<file path="src/hw/rtl/tgbw_pkg.sv">
// shared types, register map and helpers for the tiled grid block walker
`timescale 1ns / 1ps

package tgbw_pkg;

  // limits on the configured block counts and block sizes
  localparam int MAX_TILES     = 64;
  localparam int MAX_TILE_SIZE = 64;

  // field widths
  localparam int CFG_W   = 7;
  localparam int IDX_W   = 6;
  localparam int GIDX_W  = 12;
  localparam int BID_W   = 18;
  localparam int ADDR_W  = 5;
  localparam int DATA_W  = 32;
  localparam int OUT_W   = 72;
  localparam int IN_W    = 8;

  // register indexes (byte address is 4 * index)
  localparam logic [2:0] REG_TILES_X     = 3'd0;
  localparam logic [2:0] REG_TILES_Y     = 3'd1;
  localparam logic [2:0] REG_TILES_Z     = 3'd2;
  localparam logic [2:0] REG_TILE_SIZE_X = 3'd3;
  localparam logic [2:0] REG_TILE_SIZE_Y = 3'd4;
  localparam logic [2:0] REG_TILE_SIZE_Z = 3'd5;

  // effective walk limits, all in 1..64
  typedef struct packed {
    logic [CFG_W-1:0] tx;
    logic [CFG_W-1:0] ty;
    logic [CFG_W-1:0] tz;
    logic [CFG_W-1:0] sx;
    logic [CFG_W-1:0] sy;
    logic [CFG_W-1:0] sz;
  } limits_t;

  // zero acts as one, anything above the maximum acts as the maximum
  function automatic logic [CFG_W-1:0] clamp_limit(input logic [CFG_W-1:0] v,
                                                   input logic [CFG_W-1:0] maxv);
    logic [CFG_W-1:0] r;
    if (v == '0) begin
      r = CFG_W'(1);
    end else if (v > maxv) begin
      r = maxv;
    end else begin
      r = v;
    end
    return r;
  endfunction

  // index is at or past the last value along its axis
  function automatic logic axis_last(input logic [IDX_W-1:0] idx,
                                     input logic [CFG_W-1:0] lim);
    return (({1'b0, idx}) + CFG_W'(1)) >= lim;
  endfunction

endpackage

</file>
<file path="src/hw/rtl/tgbw_cfg.sv">
// configuration registers with read-back and clamped walk limits
`timescale 1ns / 1ps

module tgbw_cfg (
  input  logic                         clk,
  input  logic                         rst,
  input  logic                         psel,
  input  logic                         penable,
  input  logic                         pwrite,
  input  logic [tgbw_pkg::ADDR_W-1:0]  paddr,
  input  logic [tgbw_pkg::DATA_W-1:0]  pwdata,
  output logic [tgbw_pkg::DATA_W-1:0]  prdata,
  output logic                         pready,
  output tgbw_pkg::limits_t            limits
);
  import tgbw_pkg::*;

  logic [CFG_W-1:0] tiles_x;
  logic [CFG_W-1:0] tiles_y;
  logic [CFG_W-1:0] tiles_z;
  logic [CFG_W-1:0] tile_size_x;
  logic [CFG_W-1:0] tile_size_y;
  logic [CFG_W-1:0] tile_size_z;
  logic [2:0]       reg_idx;
  logic             wr_en;
  logic [CFG_W-1:0] rd_val;

  assign pready  = 1'b1;
  assign reg_idx = paddr[4:2];
  assign wr_en   = psel && penable && pwrite && pready;

  // register writes
  always_ff @(posedge clk) begin
    if (rst) begin
      tiles_x     <= CFG_W'(1);
      tiles_y     <= CFG_W'(1);
      tiles_z     <= CFG_W'(1);
      tile_size_x <= CFG_W'(1);
      tile_size_y <= CFG_W'(1);
      tile_size_z <= CFG_W'(1);
    end else if (wr_en) begin
      case (reg_idx)
        REG_TILES_X:     tiles_x     <= pwdata[CFG_W-1:0];
        REG_TILES_Y:     tiles_y     <= pwdata[CFG_W-1:0];
        REG_TILES_Z:     tiles_z     <= pwdata[CFG_W-1:0];
        REG_TILE_SIZE_X: tile_size_x <= pwdata[CFG_W-1:0];
        REG_TILE_SIZE_Y: tile_size_y <= pwdata[CFG_W-1:0];
        REG_TILE_SIZE_Z: tile_size_z <= pwdata[CFG_W-1:0];
        default: ;
      endcase
    end
  end

  // read-back mux
  always_comb begin
    case (reg_idx)
      REG_TILES_X:     rd_val = tiles_x;
      REG_TILES_Y:     rd_val = tiles_y;
      REG_TILES_Z:     rd_val = tiles_z;
      REG_TILE_SIZE_X: rd_val = tile_size_x;
      REG_TILE_SIZE_Y: rd_val = tile_size_y;
      REG_TILE_SIZE_Z: rd_val = tile_size_z;
      default:         rd_val = '0;
    endcase
  end

  assign prdata = {{(DATA_W-CFG_W){1'b0}}, rd_val};

  // effective limits
  assign limits.tx = clamp_limit(tiles_x,     CFG_W'(MAX_TILES));
  assign limits.ty = clamp_limit(tiles_y,     CFG_W'(MAX_TILES));
  assign limits.tz = clamp_limit(tiles_z,     CFG_W'(MAX_TILES));
  assign limits.sx = clamp_limit(tile_size_x, CFG_W'(MAX_TILE_SIZE));
  assign limits.sy = clamp_limit(tile_size_y, CFG_W'(MAX_TILE_SIZE));
  assign limits.sz = clamp_limit(tile_size_z, CFG_W'(MAX_TILE_SIZE));

endmodule

</file>
<file path="src/hw/rtl/tiled_grid_block_walker.sv">
// tiled grid block walker: one grid point per accepted word
// latency: a result word is valid the cycle after its input word is accepted
// throughput: one word per cycle while the output is not stalled; position
// registers step per word, the output register frees as its word is taken
// reset: synchronous, clears the walk position, block number and output valid
// reset: all six limit registers read back as 1
`timescale 1ns / 1ps

module tiled_grid_block_walker (
  input  logic                         clk,
  input  logic                         rst,
  // apb configuration
  input  logic                         psel,
  input  logic                         penable,
  input  logic                         pwrite,
  input  logic [tgbw_pkg::ADDR_W-1:0]  paddr,
  input  logic [tgbw_pkg::DATA_W-1:0]  pwdata,
  output logic [tgbw_pkg::DATA_W-1:0]  prdata,
  output logic                         pready,
  // input stream
  input  logic                         s_axis_tvalid,
  output logic                         s_axis_tready,
  input  logic [tgbw_pkg::IN_W-1:0]    s_axis_tdata,  // [0] restart, rest zero
  // output stream
  output logic                         m_axis_tvalid,
  input  logic                         m_axis_tready,
  // [17:0] block_id, [29:18] gx, [41:30] gy, [53:42] gz,
  // [59:54] lx, [65:60] ly, [71:66] lz
  output logic [tgbw_pkg::OUT_W-1:0]   m_axis_tdata,
  output logic                         m_axis_tuser,  // [0] end_of_block
  output logic                         m_axis_tlast   // end_of_walk
);
  import tgbw_pkg::*;

  limits_t          limits;

  // walk position: the point the next word emits
  logic [IDX_W-1:0] block_x, block_y, block_z;
  logic [IDX_W-1:0] inner_x, inner_y, inner_z;
  logic [BID_W-1:0] block_counter;

  logic [IDX_W-1:0] block_x_next, block_y_next, block_z_next;
  logic [IDX_W-1:0] inner_x_next, inner_y_next, inner_z_next;
  logic [BID_W-1:0] block_counter_next;

  logic [IDX_W-1:0] cur_bx, cur_by, cur_bz, cur_ix, cur_iy, cur_iz;
  logic [BID_W-1:0] cur_bid;
  logic             restart;
  logic             in_acc;
  logic             w_iz, w_iy, w_ix, w_bz, w_by, w_bx;
  logic             eob, eow;
  logic [12:0]      px, py, pz;
  logic [GIDX_W-1:0] gx, gy, gz;

  tgbw_cfg u_cfg (
    .clk     (clk),
    .rst     (rst),
    .psel    (psel),
    .penable (penable),
    .pwrite  (pwrite),
    .paddr   (paddr),
    .pwdata  (pwdata),
    .prdata  (prdata),
    .pready  (pready),
    .limits  (limits)
  );

  assign restart       = s_axis_tdata[0];
  assign s_axis_tready = !m_axis_tvalid || m_axis_tready;
  assign in_acc        = s_axis_tvalid && s_axis_tready;

  // position seen by this word, restart starts from the origin
  assign cur_bx  = restart ? '0 : block_x;
  assign cur_by  = restart ? '0 : block_y;
  assign cur_bz  = restart ? '0 : block_z;
  assign cur_ix  = restart ? '0 : inner_x;
  assign cur_iy  = restart ? '0 : inner_y;
  assign cur_iz  = restart ? '0 : inner_z;
  assign cur_bid = restart ? '0 : block_counter;

  // last-along-axis flags
  assign w_iz = axis_last(cur_iz, limits.sz);
  assign w_iy = axis_last(cur_iy, limits.sy);
  assign w_ix = axis_last(cur_ix, limits.sx);
  assign w_bz = axis_last(cur_bz, limits.tz);
  assign w_by = axis_last(cur_by, limits.ty);
  assign w_bx = axis_last(cur_bx, limits.tx);

  assign eob = w_iz && w_iy && w_ix;
  assign eow = eob && w_bz && w_by && w_bx;

  // global indices: block index * tile size + local index
  assign px = {7'd0, cur_bx} * {6'd0, limits.sx};
  assign py = {7'd0, cur_by} * {6'd0, limits.sy};
  assign pz = {7'd0, cur_bz} * {6'd0, limits.sz};
  assign gx = px[GIDX_W-1:0] + {6'd0, cur_ix};
  assign gy = py[GIDX_W-1:0] + {6'd0, cur_iy};
  assign gz = pz[GIDX_W-1:0] + {6'd0, cur_iz};

  // odometer step, z innermost, carries ripple outward
  always_comb begin
    inner_z_next = w_iz ? '0 : cur_iz + IDX_W'(1);
    inner_y_next = cur_iy;
    inner_x_next = cur_ix;
    block_z_next = cur_bz;
    block_y_next = cur_by;
    block_x_next = cur_bx;
    block_counter_next = cur_bid;
    if (w_iz) begin
      inner_y_next = w_iy ? '0 : cur_iy + IDX_W'(1);
    end
    if (w_iz && w_iy) begin
      inner_x_next = w_ix ? '0 : cur_ix + IDX_W'(1);
    end
    if (eob) begin
      block_z_next = w_bz ? '0 : cur_bz + IDX_W'(1);
      block_counter_next = eow ? '0 : cur_bid + BID_W'(1);
    end
    if (eob && w_bz) begin
      block_y_next = w_by ? '0 : cur_by + IDX_W'(1);
    end
    if (eob && w_bz && w_by) begin
      block_x_next = w_bx ? '0 : cur_bx + IDX_W'(1);
    end
  end

  // position registers
  always_ff @(posedge clk) begin
    if (rst) begin
      block_x       <= '0;
      block_y       <= '0;
      block_z       <= '0;
      inner_x       <= '0;
      inner_y       <= '0;
      inner_z       <= '0;
      block_counter <= '0;
    end else if (in_acc) begin
      block_x       <= block_x_next;
      block_y       <= block_y_next;
      block_z       <= block_z_next;
      inner_x       <= inner_x_next;
      inner_y       <= inner_y_next;
      inner_z       <= inner_z_next;
      block_counter <= block_counter_next;
    end
  end

  // output word valid
  always_ff @(posedge clk) begin
    if (rst) begin
      m_axis_tvalid <= 1'b0;
    end else if (in_acc) begin
      m_axis_tvalid <= 1'b1;
    end else if (m_axis_tready) begin
      m_axis_tvalid <= 1'b0;
    end
  end

  // output word payload
  always_ff @(posedge clk) begin
    if (in_acc) begin
      m_axis_tdata <= {cur_iz, cur_iy, cur_ix, gz, gy, gx, cur_bid};
      m_axis_tuser <= eob;
      m_axis_tlast <= eow;
    end
  end

`ifndef NO_ASSERTIONS
  // end of walk is always also the end of a block
  a_eow_in_eob: assert property (@(posedge clk) disable iff (rst)
    (m_axis_tvalid && m_axis_tlast) |-> m_axis_tuser)
    else $error("end of walk without end of block");

  // an accepted word always shows up on the output
  a_acc_valid: assert property (@(posedge clk) disable iff (rst)
    in_acc |=> m_axis_tvalid)
    else $error("accepted word did not reach the output register");

  // finishing the walk returns the block number to zero
  a_eow_clear: assert property (@(posedge clk) disable iff (rst)
    (in_acc && eow) |=> (block_counter == '0))
    else $error("block number not cleared at end of walk");

  // the block number only moves at a block boundary or restart
  a_bid_hold: assert property (@(posedge clk) disable iff (rst)
    (in_acc && !restart && !eob) |=> $stable(block_counter))
    else $error("block number moved inside a block");
`endif

endmodule
</file>
<file path="config.mk">
export PLATFORM = sky130hd
export DESIGN_NAME = tiled_grid_block_walker
export DESIGN_NICKNAME = d
export VERILOG_FILES = /design/src/hw/rtl/tgbw_pkg.sv /design/src/hw/rtl/tgbw_cfg.sv /design/src/hw/rtl/tiled_grid_block_walker.sv
export SDC_FILE = /design/constraint.sdc
export NUM_CORES = 1
export LEC_CHECK = 0
export BUFFER_PORTS_ARGS = -buffer_cell sky130_fd_sc_hd__buf_4
export CAP_MARGIN = 20
export CORE_MARGIN = 5
export CORE_UTILIZATION = 30
export DETAILED_ROUTE_END_ITERATION = 7
export PLACE_DENSITY = 0.54
export SLEW_MARGIN = 20
export SYNTH_ARGS = -nofsm -noshare
export SYNTH_HDL_FRONTEND = slang
export SYNTH_HIERARCHICAL = 1
export SYNTH_SLANG_ARGS = --single-unit
</file>
<file path="constraint.sdc">
create_clock -name clk -period 5.4 [get_ports clk]
set_clock_uncertainty 0.15 [all_clocks]
set_input_delay 0.27 -clock clk [delete_from_list [all_inputs] [get_ports clk]]
set_output_delay 0.27 -clock clk [all_outputs]
set_load 0.02 [all_outputs]
</file>
======== Word level (Yosys, flattened, before mapping) ========
Index checks and enable logic that the tools add are counted.
word-level totals
  word-level logic and storage cells ...... 112
  output and inout bits ................... 109
  register bits after elaboration ......... 171
  bits of input ports ..................... 52
cells by class
  add/sub/neg operators ................... 16
  mux-type cells .......................... 35
  reductions and logical operators ........ 24
  eq/ne operators ......................... 5
  multiply operators ...................... 3
  magnitude comparators ................... 12
operators with widths
  cell                     number
  $mux W6                  17
  $mux W7                  12
  $mux W18                 3
  $add A6 B1 Y7 const B    6
  $ge A7 B7 Y1             6
  $gt A7 B7 Y1 const B     6
  $logic_not A7 Y1         6
  $pmux W7 S6              1
  $add A12 B6 Y12          3
  $add A6 B1 Y6 const B    6
  $mul A6 B7 Y12           3
  $add A18 B1 Y18 const B  1
  $reduce_and A2 Y1        6
  $logic_and A1 B1 Y1      8
  $eq A3 B2 Y1 const B     2
  $eq A3 B3 Y1 const B     2
  $eq A3 B1 Y1 const B     1
  $logic_not A3 Y1         1
  $mux W1                  2
  $reduce_bool A2 Y1       1
  $logic_not A1 Y1         1
  $logic_or A1 B1 Y1       1

======== Longest topological paths before layout ========
Gate-level depths: netlist (run 1).
  depth in word-level cells ............... 11
  gate-level depth with buffers ........... 21
  gate-level depth less buffers ........... 19

======== Hierarchy ========
The synthesis (run 1) kept the hierarchy.
by module, submodules not included
  module                   cells each  seq. area each (sq um)  area each (sq um)  instances
  tiled_grid_block_walker  1131        3323.2                  10824.1            1
  tgbw_cfg                 303         840.8                   2618.8             1

======== Worst setup path before layout (run 1) ========
No wires, ideal clock.
  path kind ............................... input to register
  start point ............................. input s_axis_tdata[0] (netlist name)
  end point ............................... register m_axis_tdata[40] (netlist name) (data pin)
  slack ................................... -0.192 ns
  data arrival time ....................... 5.185 ns
  data required time ...................... 4.992 ns
  stages on the path ...................... 21
  path through ............................ buf_2 buf_1 clkbuf_1 buf_1 nor2b_1 and2_1 fa_1 inv_1 fa_1 inv_1 fa_1 inv_1 fa_1 inv_1 ha_1 nand2_1 o21ai_0 or4_1 a41o_1 a21oi_1 xnor2_1
on the way
  cells in the longest elaborated chain, start to end .. 3
  elaborated cells on any way between the ends .. 4
  classes of those cells .................. add/sub (1); mul (1); mux (2)
RTL lines
  item                    line                            text
  start: declaration      tiled_grid_block_walker.sv:23   input logic [tgbw_pkg::IN_W-1:0] s_axis_tdata,
  $mux W6                 tiled_grid_block_walker.sv:74   assign cur_by = restart ? '0 : block_y;
  $mul A6 B7 Y12          tiled_grid_block_walker.sv:94   assign py = {7'd0, cur_by} * {6'd0, limits.sy};
  $add A12 B6 Y12 (*)     tiled_grid_block_walker.sv:97   assign gy = py[GIDX_W-1:0] + {6'd0, cur_iy};
  named net gy[10]        tiled_grid_block_walker.sv:53   logic [GIDX_W-1:0] gx, gy, gz;
  end signal: assignment  tiled_grid_block_walker.sv:162  m_axis_tdata <= {cur_iz, cur_iy, cur_ix, gz, gy, gx, cur_bid};
  end: declaration        tiled_grid_block_walker.sv:29   output logic [tgbw_pkg::OUT_W-1:0] m_axis_tdata,
The timed path passes the listed nets; every way through them passes the cells marked *.
A chain may end at the register's enable or synchronous reset.

==> results.txt, run 1 <==
post-route cell area - 0.0156 mm²
gp weighted congestion - 0.847
HP Start - rst
register cell area after layout - 0.00416 mm²
final count of negative-setup-slack endpoints - 0
yosys warns - 6
total negative setup slack - 0 ns
total global routing overflow - 0
Routed WL - 33.0 mm
critical register-to-register path startpoint - u_cfg/tile_size_x[1]
starting density of the core - 30.3%
Fill cells - 4,569
most common flop cell mapped by yosys - sky130_fd_sc_hd__dfxtp_1
global-route usage over all layers - 13.4%
CTS H-tree lvls - 4
Hold Fails Final Rpt - 0
RSZ-0062 raised after global routing - false
Top-Level Pins - 161
detailed placement HPWL - 25.9 mm
Placed Instance Area - 0.0150 mm²
clock transition time at the flip-flop clock pins of the worst setup and hold paths - 0.07 ns
headroom to the max-slew limit - 44.1%
max-slew violation count - 0
Least-Margin Pin Slew - 0.830 ns
met2 demand-to-capacity share in global routing - 20.8%
remaining design rule violation count - 0
count of flip-flops with a built-in enable after synthesis - 74
layout overhead on the synthesized area - 16.3%
P per Cell Area - 184 mW/mm²
maximum capacitance violations - 0
worst hold endpoint - u_cfg/tiles_z[4]
CP Cell Sequence - nor3_1 -> a21oi_1 -> nor2_1 -> nand2_1 -> fa_1 -> fa_1 -> inv_1 -> fa_1 -> inv_1 -> fa_1 -> inv_1 -> ha_1 -> nand2_1 -> o21ai_0 -> or4_1 -> a31o_2 -> a21oi_1 -> xnor2_1
worst min path class - input port to flop
leakage dissipation - 7.11 nW
worst reg2reg setup slack - 0.35 ns
wire length per cell after detailed routing - 15.2 µm
kind of start point of the critical path - flop
TritonCTS clock tree - built
number of antenna diodes - 0
number of global-route vias before repair - 10,200
FF+latch count, synth - 171
Row Count - 77
total vias in the final route - 10,300
element type at the critical path end - flop
antenna violation net count after detailed routing - 0
instance count of the mapped netlist - 1,434
met1 Track Usage GR - 19.1%
Multi-input gate area - 0.00845 mm²
run status - finished, final reports clean
most used cell along the critical path - sky130_fd_sc_hd__fa_1
post-synthesis sequential area ratio - 31.0%
later-pin clock latency in the skew report - 0.46 ns
first-pass GRT wire length - 53.9 mm
pin count of the biggest net entering global routing - 57
number of buffers on the longest clock path - 2
per-cell via count in the routed design - 4.75
Die X - 222 µm
upper clock frequency limit - 0.198 GHz
Post-CTS Setup Repair Bufs - 0
total number of nets in the final design - 1,822
met3 Track Usage GR - 2.21%
worst setup path class - flop to flop
vertical die dimension - 222 µm
total CTS buffers - 17
highest-utilization routing layer at the global route stage - met2
number of I/O port buffers - 100
fraction of registers with async set/reset - 0%
core area - 0.0443 mm²
Critical Path RT - 5.46 ns
shortest clock period the worst path allows after layout - 5.05 ns
syn_area_per_cell - 9.37 µm²
Worst path slowest cell - sky130_fd_sc_hd__fa_1
area of the die - 0.0491 mm²
Period Utilization, post-route - 93.5%
maximum fanout encountered on the critical timing path - 4
terminus of the critical flop-to-flop path - m_axis_tdata[28]
layout cell share with drive strength beyond 1 - 13.5%
Cell variety after synth - 74
largest vdd supply drop - 0.000169 V
number of cells traversed by the worst hold path - 2
antenna violations before repair - 0
area of the mapped netlist - 0.0134 mm²
iteration count of the initial detailed-routing pass - 6
number of DRC markers after the initial detailed-route iteration - 611
Clock Sinks - 171
master cell of the clock root buffer - sky130_fd_sc_hd__clkbuf_16
critical path data arrival time - 5.11 ns
cell count of the worst reg-to-reg path - 18
peak per-stage delay on the critical path - 0.54 ns
final cells by class:
cell class | count | share of cell area [%]
multi-input combinational | 1085 | 54.1
sequential | 171 | 26.6
inverter | 123 | 2.97
clock inverter | 15 | 0.817
tap | 592 | 4.74
timing repair buffer | 164 | 8.02
clock buffer | 17 | 2.72
state kept, by name, indices dropped and copies added (netlist names), 7 cells and up:
signal and cells:
u_cfg/tiles_y 7, block_counter 18, u_cfg/tile_size_z 7, u_cfg/tiles_z 7, u_cfg/tile_size_x 7, m_axis_tdata 72
u_cfg/tiles_x 7, u_cfg/tile_size_y 7
timing repair:
action	CTS	global route
hold endpoints to repair	17	0
setup endpoints to repair	0	2
hold buffers	9	0
gates resized for setup	0	2
report_power, final:
group | internal [W] | switching [W]
sequential | 0.00138 | 0.0000130
clock | 0.000606 | 0.000589
combinational | 0.0000943 | 0.000201
total | 0.00208 | 0.000803
logic make-up (layout without fill, tap and decap cells):
logic type | after synthesis | count (layout) | synth area share [%]
compound gates | 204 | 204 | 10.0
xor+xnor | 64 | 64 | 4.17
fa+ha+maj | 208 | 208 | 23.2
buf+inv | 202 | 319 | 6.87
flops | 171 | 171 | 31.0
mux | 51 | 51 | 3.90
other cells | 2 | 26 | 0.0559
simple gates | 532 | 532 | 20.8
worst max-delay path, delay by kind of cell, from the launching register on:
kind / cells / cell delay (ns)
flip-flops: 1 / 0.35
XOR/XNOR: 1 / 0.08
AO/OA/AOI/OAI: 4 / 0.62
adder cells (fa/ha/maj): 5 / 2.41
AND/OR/NAND/NOR: 5 / 1.02
buffers and inverters: 3 / 0.15
routing by layer:
layer  wire, µm  vias to the layer above
met4        600                        0
li1           -                     5110
met3       1450                       33
met5          0                        -
met2      14600                      231
met1      16400                     4926
synth_stat cells (5+ instances only):
cell | instances | area share [%]
sky130_fd_sc_hd__ha_1 | 139 | 13
sky130_fd_sc_hd__inv_1 | 122 | 3.4
sky130_fd_sc_hd__nand2_1 | 109 | 3.0
sky130_fd_sc_hd__dfxtp_1 | 97 | 14
sky130_fd_sc_hd__nor2b_1 | 92 | 4.3
sky130_fd_sc_hd__nor2_1 | 91 | 2.5
sky130_fd_sc_hd__and2_1 | 86 | 4.0
sky130_fd_sc_hd__edfxtp_1 | 74 | 17
sky130_fd_sc_hd__fa_1 | 69 | 10
sky130_fd_sc_hd__a21oi_1 | 65 | 2.4
sky130_fd_sc_hd__nand3_1 | 45 | 1.7
sky130_fd_sc_hd__xnor2_1 | 44 | 2.9
sky130_fd_sc_hd__mux2i_1 | 43 | 3.2
sky130_fd_sc_hd__o21ai_0 | 41 | 1.5
sky130_fd_sc_hd__nand2b_1 | 38 | 1.8
sky130_fd_sc_hd__clkbuf_1 | 32 | 0.89
sky130_fd_sc_hd__buf_4 | 29 | 1.6
sky130_fd_sc_hd__nor3_1 | 20 | 0.74
sky130_fd_sc_hd__xor2_1 | 20 | 1.3
sky130_fd_sc_hd__and3_1 | 16 | 0.74
sky130_fd_sc_hd__a21o_1 | 13 | 0.73
sky130_fd_sc_hd__a22oi_1 | 13 | 0.73
sky130_fd_sc_hd__nand4_1 | 12 | 0.56
sky130_fd_sc_hd__a31oi_1 | 11 | 0.51
sky130_fd_sc_hd__a32o_1 | 10 | 0.74
sky130_fd_sc_hd__buf_2 | 8 | 0.30
sky130_fd_sc_hd__mux2_2 | 7 | 0.59
sky130_fd_sc_hd__buf_6 | 6 | 0.50
sky130_fd_sc_hd__o22ai_1 | 5 | 0.23
through the flow:
stage | cells | hold slack [ns] | utilization [%] | worst slack (ns) | total power [W]
after floorplan | 1458 | 0.249 | - | 0.0717 | 0.00162
after global placement | 2126 | 0.279 | 33.8 | 0.174 | 0.00171
after CTS | 2167 | 0.0817 | 35.2 | 0.105 | 0.00293
after detailed placement | 2126 | 0.294 | 33.8 | 0.135 | 0.00171
final | 2167 | 0.120 | 35.3 | 0.350 | 0.00288
after global routing | 2167 | 0.129 | 35.3 | 0.0370 | 0.00300
layout by cell type (no fill, tap or decap), types with 3 or more instances in the layout:
cell	instances
sky130_fd_sc_hd__o21ai_0	41
sky130_fd_sc_hd__xor2_1	20
sky130_fd_sc_hd__a221o_1	4
sky130_fd_sc_hd__nor2b_1	92
sky130_fd_sc_hd__ha_1	139
sky130_fd_sc_hd__clkbuf_16	17
sky130_fd_sc_hd__nand2_1	109
sky130_fd_sc_hd__inv_6	7
sky130_fd_sc_hd__o21a_1	3
sky130_fd_sc_hd__a32o_1	10
sky130_fd_sc_hd__or3_1	3
sky130_fd_sc_hd__a22o_1	4
sky130_fd_sc_hd__inv_1	121
sky130_fd_sc_hd__o21ai_1	4
sky130_fd_sc_hd__a31oi_1	11
sky130_fd_sc_hd__mux2_2	7
sky130_fd_sc_hd__a21oi_1	65
sky130_fd_sc_hd__mux2i_1	43
sky130_fd_sc_hd__or4_1	4
sky130_fd_sc_hd__a21o_1	13
sky130_fd_sc_hd__conb_1	26
sky130_fd_sc_hd__nand4_1	12
sky130_fd_sc_hd__o221ai_1	4
sky130_fd_sc_hd__o22ai_1	5
sky130_fd_sc_hd__nor3_1	20
sky130_fd_sc_hd__and3_1	16
sky130_fd_sc_hd__inv_8	3
sky130_fd_sc_hd__xnor2_1	44
sky130_fd_sc_hd__fa_1	69
sky130_fd_sc_hd__nand2b_1	38
sky130_fd_sc_hd__a22oi_1	13
sky130_fd_sc_hd__dlygate4sd3_1	9
sky130_fd_sc_hd__dfxtp_1	97
sky130_fd_sc_hd__clkinv_2	3
sky130_fd_sc_hd__nand3_1	45
sky130_fd_sc_hd__and2_1	86
sky130_fd_sc_hd__nor2_1	90
sky130_fd_sc_hd__buf_4	155
sky130_fd_sc_hd__edfxtp_1	74
worst max-delay path by stage:
stage	start	to	slack, ns	cells after the start
2_1_floorplan	s_axis_tdata[0]	m_axis_tdata[40]	0.07	21
3_3_place_gp	u_cfg/tile_size_z[1]	m_axis_tdata[52]	0.17	16
3_5_place_dp	u_cfg/tile_size_z[1]	m_axis_tdata[52]	0.13	16
4_1_cts	u_cfg/tile_size_z[1]	m_axis_tdata[52]	0.10	16
5_1_grt	u_cfg/tile_size_y[1]	m_axis_tdata[40]	0.04	18
6_report	u_cfg/tile_size_x[1]	m_axis_tdata[28]	0.35	18
(Power assumes the default switching activity.)
==> inputs of run 2 (changes only) <==
--- a/config.mk
+++ b/config.mk
@@ -5,10 +5,12 @@
 export SDC_FILE = /design/constraint.sdc
 export NUM_CORES = 1
 export LEC_CHECK = 0
+export ABC_AREA = 1
 export BUFFER_PORTS_ARGS = -buffer_cell sky130_fd_sc_hd__buf_4
 export CAP_MARGIN = 20
 export CORE_MARGIN = 5
 export CORE_UTILIZATION = 30
+export CTS_BUF_LIST = sky130_fd_sc_hd__clkbuf_4 sky130_fd_sc_hd__clkbuf_8 sky130_fd_sc_hd__clkbuf_16
 export DETAILED_ROUTE_END_ITERATION = 7
 export PLACE_DENSITY = 0.54
 export SLEW_MARGIN = 20
==> results.txt, run 2 <==
number of DRC markers after the initial detailed-route iteration - 792 (+30%)
per-cell via count in the routed design - 4.59 (-3.4%)
net switching power figure - 0.00108 W (+35%)
placed cells - 2,526 (+19%)
RSZ-0062 raised after global routing - false
number of flip-flops in the largest register - 72 (unchanged)
Final Worst Setup Slack - 0.576 ns (+0.226 ns)
maximum fanout encountered on the critical timing path - 6 (+2)
Simple-Gate Fraction of Synth Area - 26.6% (+5.8 points)
switching part of the total power - 32.0% (+4.1 points)
post-synthesis sequential area ratio - 29.7% (-1.3 points)
total vias in the final route - 11,800 (+14%)
complex-gate fraction of the synthesized area - 6.48% (-3.5 points)
Cell Int Power - 0.00230 W (+11%)
most numerous cell types in the synthesized netlist - 378 x sky130_fd_sc_hd__nand2_1, 310 x sky130_fd_sc_hd__nor2_1, 280 x sky130_fd_sc_hd__inv_1
post-synthesis share of cell area spent on xor and xnor gates - 3.94% (-0.23 points)
count of flip-flops with a built-in enable after synthesis - 74 (unchanged)
most frequent cells in the layout - 377 x sky130_fd_sc_hd__nand2_1, 310 x sky130_fd_sc_hd__nor2_1, 279 x sky130_fd_sc_hd__inv_1, 139 x sky130_fd_sc_hd__ha_1, 117 x sky130_fd_sc_hd__buf_4
shortest clock period the worst path allows after layout - 4.82 ns (-0.226 ns)
most common flop cell mapped by yosys - sky130_fd_sc_hd__dfxtp_1
Placed Instance Area - 0.0153 mm² (+2.3%)
Period Utilization, post-route - 89.3% (-4.2 points)
kind of cell adding the most delay to the critical path - adder cells
fraction of registers with async set/reset - 0% (unchanged)
pre-CTS setup slack - 0.460 ns (+0.325 ns)
later-pin clock latency in the skew report - 0.46 ns (about the same)
Top-Level Pins - 161 (unchanged)
post-route cell area - 0.0159 mm² (+2.0%)
number of cells upsized or downsized after cts - 0 (unchanged)
remaining design rule violation count - 0 (unchanged)
Clock Sinks - 171 (unchanged)
Die X - 226 µm (+2.0%)
FF+latch count, synth - 171 (unchanged)
number of I/O port buffers - 100 (unchanged)
Hold Fails Final Rpt - 0 (unchanged)
CTS H-tree lvls - 4 (unchanged)
top register by number of flip-flops - m_axis_tdata
peak per-stage delay on the critical path - 0.54 ns (about the same)
layout overhead on the synthesized area - 13.8%
largest vdd supply drop - 0.000150 V (-11%)
wire length per cell after detailed routing - 13.7 µm (-10%)
P per Cell Area - 212 mW/mm² (+15%)
critical path data arrival time - 4.88 ns (-0.23 ns)
gp weighted congestion - 0.857 (+1.2%)
number of buffers on the longest clock path - 2 (unchanged)
leakage dissipation - 7.64 nW (+7.5%)
antenna violations before repair - 1 (+1)
core area - 0.0464 mm² (+4.6%)
global-route usage over all layers - 13.9% (+0.49 points)
upper clock frequency limit - 0.207 GHz (+4.7%)
maximum capacitance violations - 0 (unchanged)
Routed WL - 35.1 mm (+6.3%)
syn_area_per_cell - 7.55 µm² (-19%)
Post-CTS Setup Repair Bufs - 0 (unchanged)
top cell type's share of synthesized area - 15.9% (-0.68 points)
pin count of the biggest net entering global routing - 59 (+3.5%)
Critical Path RT - 5.46 ns (about the same)
max-slew violation count - 0 (unchanged)
power share of the clock group - 37.8% (-3.7 points)
Least-Margin Pin Slew - 0.767 ns (-0.0633 ns)
first-pass GRT wire length - 58.3 mm (+8.1%)
starting density of the core - 30.2% (-0.099 points)
element type at the critical path end - flop
post-synthesis share of cell area spent on full adders, half adders and majority gates - 22.3% (-0.95 points)
area of the die - 0.0511 mm² (+4.1%)
most frequently used cell type in the post-synthesis netlist - sky130_fd_sc_hd__nand2_1
total negative setup slack - 0 ns (unchanged)
clock transition time at the flip-flop clock pins of the worst setup and hold paths - 0.07 ns (about the same)
total global routing overflow - 0 (unchanged)
master cell of the clock root buffer - sky130_fd_sc_hd__clkbuf_16
worst setup path class - flop to flop
final instance count without filler cells - 2,561 (+18%)
final count of negative-setup-slack endpoints - 0 (unchanged)
antenna violation net count after detailed routing - 0 (unchanged)
Seq pwr share - 42.7% (-5.6 points)
dominant combinational cell family by area after synthesis - simple AND/OR/NAND/NOR gates
headroom to the max-slew limit - 48.8% (+4.7 points)
iteration count of the initial detailed-routing pass - 5 (-1)
total number of nets in the final design - 2,200 (+21%)
vertical die dimension - 226 µm (+2.0%)
commonest non-fill, non-tap cell in the layout - sky130_fd_sc_hd__nand2_1
share of the core filled with cells - 34.4% (-0.87 points)
instance count of the mapped netlist - 1,856 (+29%)
yosys warns - 6 (unchanged)
count of buffering cells on the critical path with inverters included - 2 (-1)
most area-hungry cell type in the Yosys netlist - sky130_fd_sc_hd__edfxtp_1
kind of start point of the critical path - flop
top cells by area, synth - sky130_fd_sc_hd__edfxtp_1 16%, sky130_fd_sc_hd__dfxtp_1 14%, sky130_fd_sc_hd__ha_1 12%
TritonCTS clock tree - built
registers with the most flip-flops - m_axis_tdata (72), block_counter (18)
detailed placement HPWL - 27.3 mm (+5.4%)
worst reg2reg setup slack - 0.58 ns (+0.23 ns)
total CTS buffers - 17 (unchanged)
CP Cell Sequence - nor2_1 -> nand3_1 -> nand2_1 -> inv_1 -> nor2_1 -> nand2_1 -> fa_1 -> fa_1 -> fa_1 -> fa_1 -> inv_1 -> ha_1 -> a21oi_1 -> o21ai_0 -> nor2_1 -> o21ai_0 -> nand2_1 -> nand2_1 -> xor2_1
worst min path class - input port to flop
area of the mapped netlist - 0.0140 mm² (+4.3%)
number of global-route vias before repair - 11,500 (+13%)
relative contribution of combinational cells to total power - 19.5% (+9.3 points)
Cell variety after synth - 42 (-43%)
Row Count - 79 (+2.6%)
multiplexer share of the synthesized area - 0% (-3.9 points)
run status - finished, final reports clean
Worst path slowest cell - sky130_fd_sc_hd__fa_1
layout cell share with drive strength beyond 1 - 10.1% (-3.3 points)
## run 2: cell count changes after synthesis, sizes merged, moves of 24 or more
cell / previous run / this run
mux2i: 43 / 0
nor2: 92 / 323
nor2b: 92 / 0
nand3: 45 / 111
and2: 86 / 0
a21oi: 65 / 90
xor2: 20 / 44
xnor2: 44 / 19
nand2: 112 / 387
inv: 123 / 285
nand2b: 38 / 0
## run 2: worst paths after layout
path / startpoint / to / cells past startpoint
worst max register to register: u_cfg/tile_size_z[4] / m_axis_tdata[52] / 19
worst max-delay path: u_cfg/tile_size_z[4] / m_axis_tdata[52] / 19
worst min register to register: inner_z[2] / inner_z[2] / 2
worst min-delay path: s_axis_tvalid / inner_z[0] / 4
## run 2: timing repair
| action | 4_1_cts | 5_1_grt |
|---|---|---|
| hold buffers | 2 | 0 |
| endpoints found under the hold margin | 7 | 0 |
| setup endpoints to repair | 0 | 0 |
## run 2: cell type report
cell class / count / area (µm²)
Fill cell: 4887 / 30400
Multi-Input combinational cell: 1344 / 8410
Sequential cell: 171 / 4160
Inverter: 286 / 1070
Timing Repair Buffer: 120 / 926
Tap cell: 607 / 759
Clock buffer: 19 / 453
Clock inverter: 13 / 150
Antenna cell: 1 / 2.50
## run 2: power groups by stage
stage	sequential, W	combinational [W]	clock [W]
CTS	0.00144	0.000665	0.00132
global placement	0.00147	0.000652	0
floorplan	0.00151	0.000436	0
detailed placement	0.00147	0.000661	0
finish	0.00144	0.000658	0.00128
global route	0.00145	0.000740	0.00137
## run 2: kinds of logic after synthesis
kind of cell,after synthesis
flops,171
fa+ha+maj,208
compound gates,167
other cells,2
xor+xnor,63
simple gates,880
buf+inv,365
## run 2: layer usage
metal  wire length [µm]  vias up  GRT usage (%)
met1              17100     5530           19.6
li1                   -     5998              -
met2              16000      207           22.1
met4                568        0           4.06
met3               1430       26           2.21
met5                  0        -              0
## run 2: tightest hold or removal path: stages
cell                      delay [ns]
sky130_fd_sc_hd__buf_4          0.08
sky130_fd_sc_hd__nand2_2        0.13
sky130_fd_sc_hd__nand2_1        0.09
sky130_fd_sc_hd__a21oi_1        0.06
## run 2: per-stage QoR
stage / hold WS, ns / total power [W]
floorplan: 0.246 / 0.00195
global placement: 0.303 / 0.00213
detailed placement: 0.306 / 0.00214
CTS: 0.0653 / 0.00343
global route: 0.0737 / 0.00356
finish: 0.0921 / 0.00338
==> inputs of run 3 (changes only) <==
--- a/config.mk
+++ b/config.mk
@@ -9,12 +9,11 @@
 export BUFFER_PORTS_ARGS = -buffer_cell sky130_fd_sc_hd__buf_4
 export CAP_MARGIN = 20
 export CORE_MARGIN = 5
-export CORE_UTILIZATION = 30
+export CORE_UTILIZATION = 54
 export CTS_BUF_LIST = sky130_fd_sc_hd__clkbuf_4 sky130_fd_sc_hd__clkbuf_8 sky130_fd_sc_hd__clkbuf_16
 export DETAILED_ROUTE_END_ITERATION = 7
-export PLACE_DENSITY = 0.54
+export PLACE_DENSITY = 0.84
 export SLEW_MARGIN = 20
 export SYNTH_ARGS = -nofsm -noshare
 export SYNTH_HDL_FRONTEND = slang
-export SYNTH_HIERARCHICAL = 1
 export SYNTH_SLANG_ARGS = --single-unit
==> results.txt, run 3 <==
run status - finished, final reports clean
Routed WL - 32.1 mm (-8.6%)
terminus of the critical flop-to-flop path - m_axis_tdata[53]
leakage dissipation - 7.25 nW (-5.2%)
top register by number of flip-flops - m_axis_tdata
max-slew violation count - 0 (unchanged)
number of global-route vias before repair - 11,300 (-2.1%)
instance count of the mapped netlist - 1,650 (-11%)
register cell area after layout - 0.00416 mm² (unchanged)
TritonCTS clock tree - built
Top-Level Pins - 161 (unchanged)
gp weighted congestion - 0.927 (+8.1%)
worst reg2reg setup slack - 0.27 ns (-0.30 ns)
largest vdd supply drop - 0.000211 V (+41%)
remaining design rule violation count - 0 (unchanged)
critical path data arrival time - 5.16 ns (+0.28 ns)
most area-hungry cell type in the Yosys netlist - sky130_fd_sc_hd__edfxtp_1
maximum fanout encountered on the critical timing path - 4 (-2)
iteration count of the initial detailed-routing pass - 5 (unchanged)
CP Cell Sequence - nor2_1 -> nand3_2 -> nand2_2 -> inv_1 -> nor2_1 -> inv_1 -> nor2_1 -> fa_1 -> ha_1 -> inv_1 -> fa_1 -> fa_1 -> inv_1 -> ha_1 -> a21o_1 -> a31oi_1 -> o21ai_0 -> a21oi_1 -> o21bai_1 -> nand2_1 -> nand2_1 -> a21oi_1 -> xor2_1
CTS H-tree lvls - 4 (unchanged)
clock transition time at the flip-flop clock pins of the worst setup and hold paths - 0.07 ns (about the same)
kind of start point of the critical path - flop
top cell type's share of synthesized area - 16.7% (+0.87 points)
wire length per cell after detailed routing - 15.3 µm (+12%)
global-route usage over all layers - 23.1% (+9.2 points)
most used cell along the critical path - sky130_fd_sc_hd__inv_1
number of buffers on the longest clock path - 2 (unchanged)
most common flop cell mapped by yosys - sky130_fd_sc_hd__dfxtp_1
core area - 0.0242 mm² (-48%)
total number of nets in the final design - 2,020 (-8.2%)
number of DRC markers after the initial detailed-route iteration - 1,024 (+29%)
total CTS buffers - 17 (unchanged)
Least-Margin Pin Slew - 0.817 ns (+0.0503 ns)
most frequently used cell type in the post-synthesis netlist - sky130_fd_sc_hd__nand2_1
Worst path slowest cell - sky130_fd_sc_hd__fa_1
yosys warns - 0 (-6)
peak per-stage delay on the critical path - 0.51 ns (-0.03 ns)
cell count of the worst reg-to-reg path - 23 (+4)
pin count of the biggest net entering global routing - 70 (+19%)
most frequent cells in the layout - 276 x sky130_fd_sc_hd__nand2_1, 242 x sky130_fd_sc_hd__inv_1, 227 x sky130_fd_sc_hd__nor2_1, 138 x sky130_fd_sc_hd__ha_1, 129 x sky130_fd_sc_hd__buf_4
total vias in the final route - 11,500 (-1.8%)
element type at the critical path end - flop
area of the mapped netlist - 0.0133 mm² (-5.2%)
worst min path class - input port to flop
layout overhead on the synthesized area - 12.8%
power share of the clock group - 38.2% (+0.4 points)
Row Count - 57 (-28%)
critical register-to-register path startpoint - u_cfg.tile_size_z[0]
count of flip-flops with a built-in enable after synthesis - 74 (unchanged)
switching part of the total power - 29.8% (-2.2 points)
syn_area_per_cell - 8.05 µm² (+6.6%)
final count of negative-setup-slack endpoints - 0 (unchanged)
placed cells - 2,062 (-18%)
commonest non-fill, non-tap cell in the layout - sky130_fd_sc_hd__nand2_1
fraction of registers with async set/reset - 0% (unchanged)
number of I/O port buffers - 100 (unchanged)
HP Start - pwdata[4]
Die X - 167 µm (-26%)
later-pin clock latency in the skew report - 0.43 ns (-0.03 ns)
starting density of the core - 54.8% (+25 points)
per-cell via count in the routed design - 5.50 (+20%)
net switching power figure - 0.000949 W (-12%)
Fill cells - 2,091 (-57%)
Seq pwr share - 45.0% (+2.3 points)
headroom to the max-slew limit - 45.5% (-3.3 points)
first-pass GRT wire length - 53.9 mm (-7.6%)
post-synthesis sequential area ratio - 31.3% (+1.6 points)
Critical Path RT - 5.43 ns (-0.03 ns)
final instance count without filler cells - 2,098 (-18%)
Period Utilization, post-route - 94.9% (+5.6 points)
P per Cell Area - 212 mW/mm² (+0.17%)
antenna violations before repair - 0 (-1)
Multi-input gate area - 0.00788 mm² (-6.3%)
number of antenna diodes - 0 (-1)
launch point of the critical path - u_cfg.tile_size_z[0]
worst hold margin - 0.0151 ns (-0.0770 ns)
total negative setup slack - 0 ns (unchanged)
worst setup path class - flop to flop
FF+latch count, synth - 171 (unchanged)
Cell variety after synth - 50 (+19%)
top cells by area, synth - sky130_fd_sc_hd__edfxtp_1 17%, sky130_fd_sc_hd__dfxtp_1 15%, sky130_fd_sc_hd__ha_1 13%
most numerous cell types in the synthesized netlist - 276 x sky130_fd_sc_hd__nand2_1, 244 x sky130_fd_sc_hd__inv_1, 227 x sky130_fd_sc_hd__nor2_1
maximum capacitance violations - 0 (unchanged)
RSZ-0062 raised after global routing - false
antenna violation net count after detailed routing - 0 (unchanged)
shortest clock period the worst path allows after layout - 5.13 ns (+0.302 ns)
Hold Fails Final Rpt - 0 (unchanged)
Clock Sinks - 171 (unchanged)
layout cell share with drive strength beyond 1 - 11.2% (+1.1 points)
share of the core filled with cells - 61.8% (+27 points)
area of the die - 0.0278 mm² (-46%)
Cell Int Power - 0.00223 W (-2.8%)
number of flip-flops in the largest register - 72 (unchanged)
vertical die dimension - 167 µm (-26%)
total global routing overflow - 0 (unchanged)
upper clock frequency limit - 0.195 GHz (-5.9%)
number of cells traversed by the worst hold path - 3 (-1)
relative contribution of combinational cells to total power - 16.8% (-2.7 points)
detailed placement HPWL - 23.9 mm (-12%)
worst hold endpoint - u_cfg.tiles_x[4]
master cell of the clock root buffer - sky130_fd_sc_hd__clkbuf_16
registers with the most flip-flops - m_axis_tdata (72), block_counter (18)
[run 3: cell types whose count changed in the layout (fill, tap and decap cells not counted), sizes merged, moves of 7 or more]
cell | before | now
o22ai | 0 | 7
o21ai | 45 | 85
nand3 | 111 | 63
a21oi | 90 | 120
nand2 | 387 | 286
nand4 | 28 | 16
buf | 118 | 129
inv | 292 | 258
nor2 | 323 | 236
[run 3: cell families after synthesis]
group | synth area share (%)
AOI/OAI and AO/OA | 11.0
adders and majority gates | 23.4
and+or+nand+nor | 20.2
buffers and inverters | 10.0
other | 0.0565
xor gates and xnor gates | 4.02
DFF | 31.3
[run 3: repair_timing]
action	in CTS	in global routing
hold buffers	3	0
buffers inserted	0	1
endpoints found under the hold margin	7	0
resized for setup	0	3
setup endpoints to repair	0	1
[run 3: critical path: cells and delay by family, from the launching register on]
family	cells	cell delay, ns
AO/OA/AOI/OAI	6	1.04
flip-flops	1	0.35
AND/OR/NAND/NOR	7	0.86
XOR/XNOR	1	0.09
buffers and inverters	4	0.30
adder cells (fa/ha/maj)	5	2.08
[run 3: routing by layer]
layer | wire length (µm) | up-vias | track usage, %
met5 | 0 | - | 0
met4 | 787 | 0 | 7.76
met3 | 2350 | 73 | 3.84
met2 | 15400 | 504 | 38.9
met1 | 13500 | 5431 | 30.3
li1 | - | 5536 | -
[run 3: power by group through the flow]
stage                     Clock, W  Combinational (W)  Sequential, W
after floorplan                  0           0.000331        0.00150
after global placement           0           0.000511        0.00146
after detailed placement         0           0.000524        0.00146
after CTS                  0.00122           0.000528        0.00143
after global routing       0.00129           0.000584        0.00144
final                      0.00122           0.000534        0.00143
[run 3: metrics by stage]
step / setup slack (ns) / total power [W] / cell area, µm²
2_1_floorplan: 0.490 / 0.00183 / 13400
3_5_place_dp: 0.136 / 0.00198 / 14400
5_1_grt: 0.00741 / 0.00331 / 15000
6_report: 0.274 / 0.00318 / 15000
3_3_place_gp: 0.279 / 0.00197 / 14400
4_1_cts: 0.246 / 0.00318 / 15000
[run 3: cell type report]
class | instances | area share, %
Multi-Input combinational cell | 1185 | 52.6
Sequential cell | 171 | 27.8
Timing Repair Buffer | 132 | 6.66
Inverter | 254 | 6.38
Clock buffer | 20 | 3.22
Tap cell | 324 | 2.70
Clock inverter | 12 | 0.660
[run 3: worst max path at each step]
stage                       endpoint  slack, ns
CTS                 m_axis_tdata[41]       0.25
global route        m_axis_tdata[53]      0.007
finish              m_axis_tdata[53]       0.27
global placement    m_axis_tdata[41]       0.28
floorplan           m_axis_tdata[41]       0.49
detailed placement  m_axis_tdata[41]       0.14
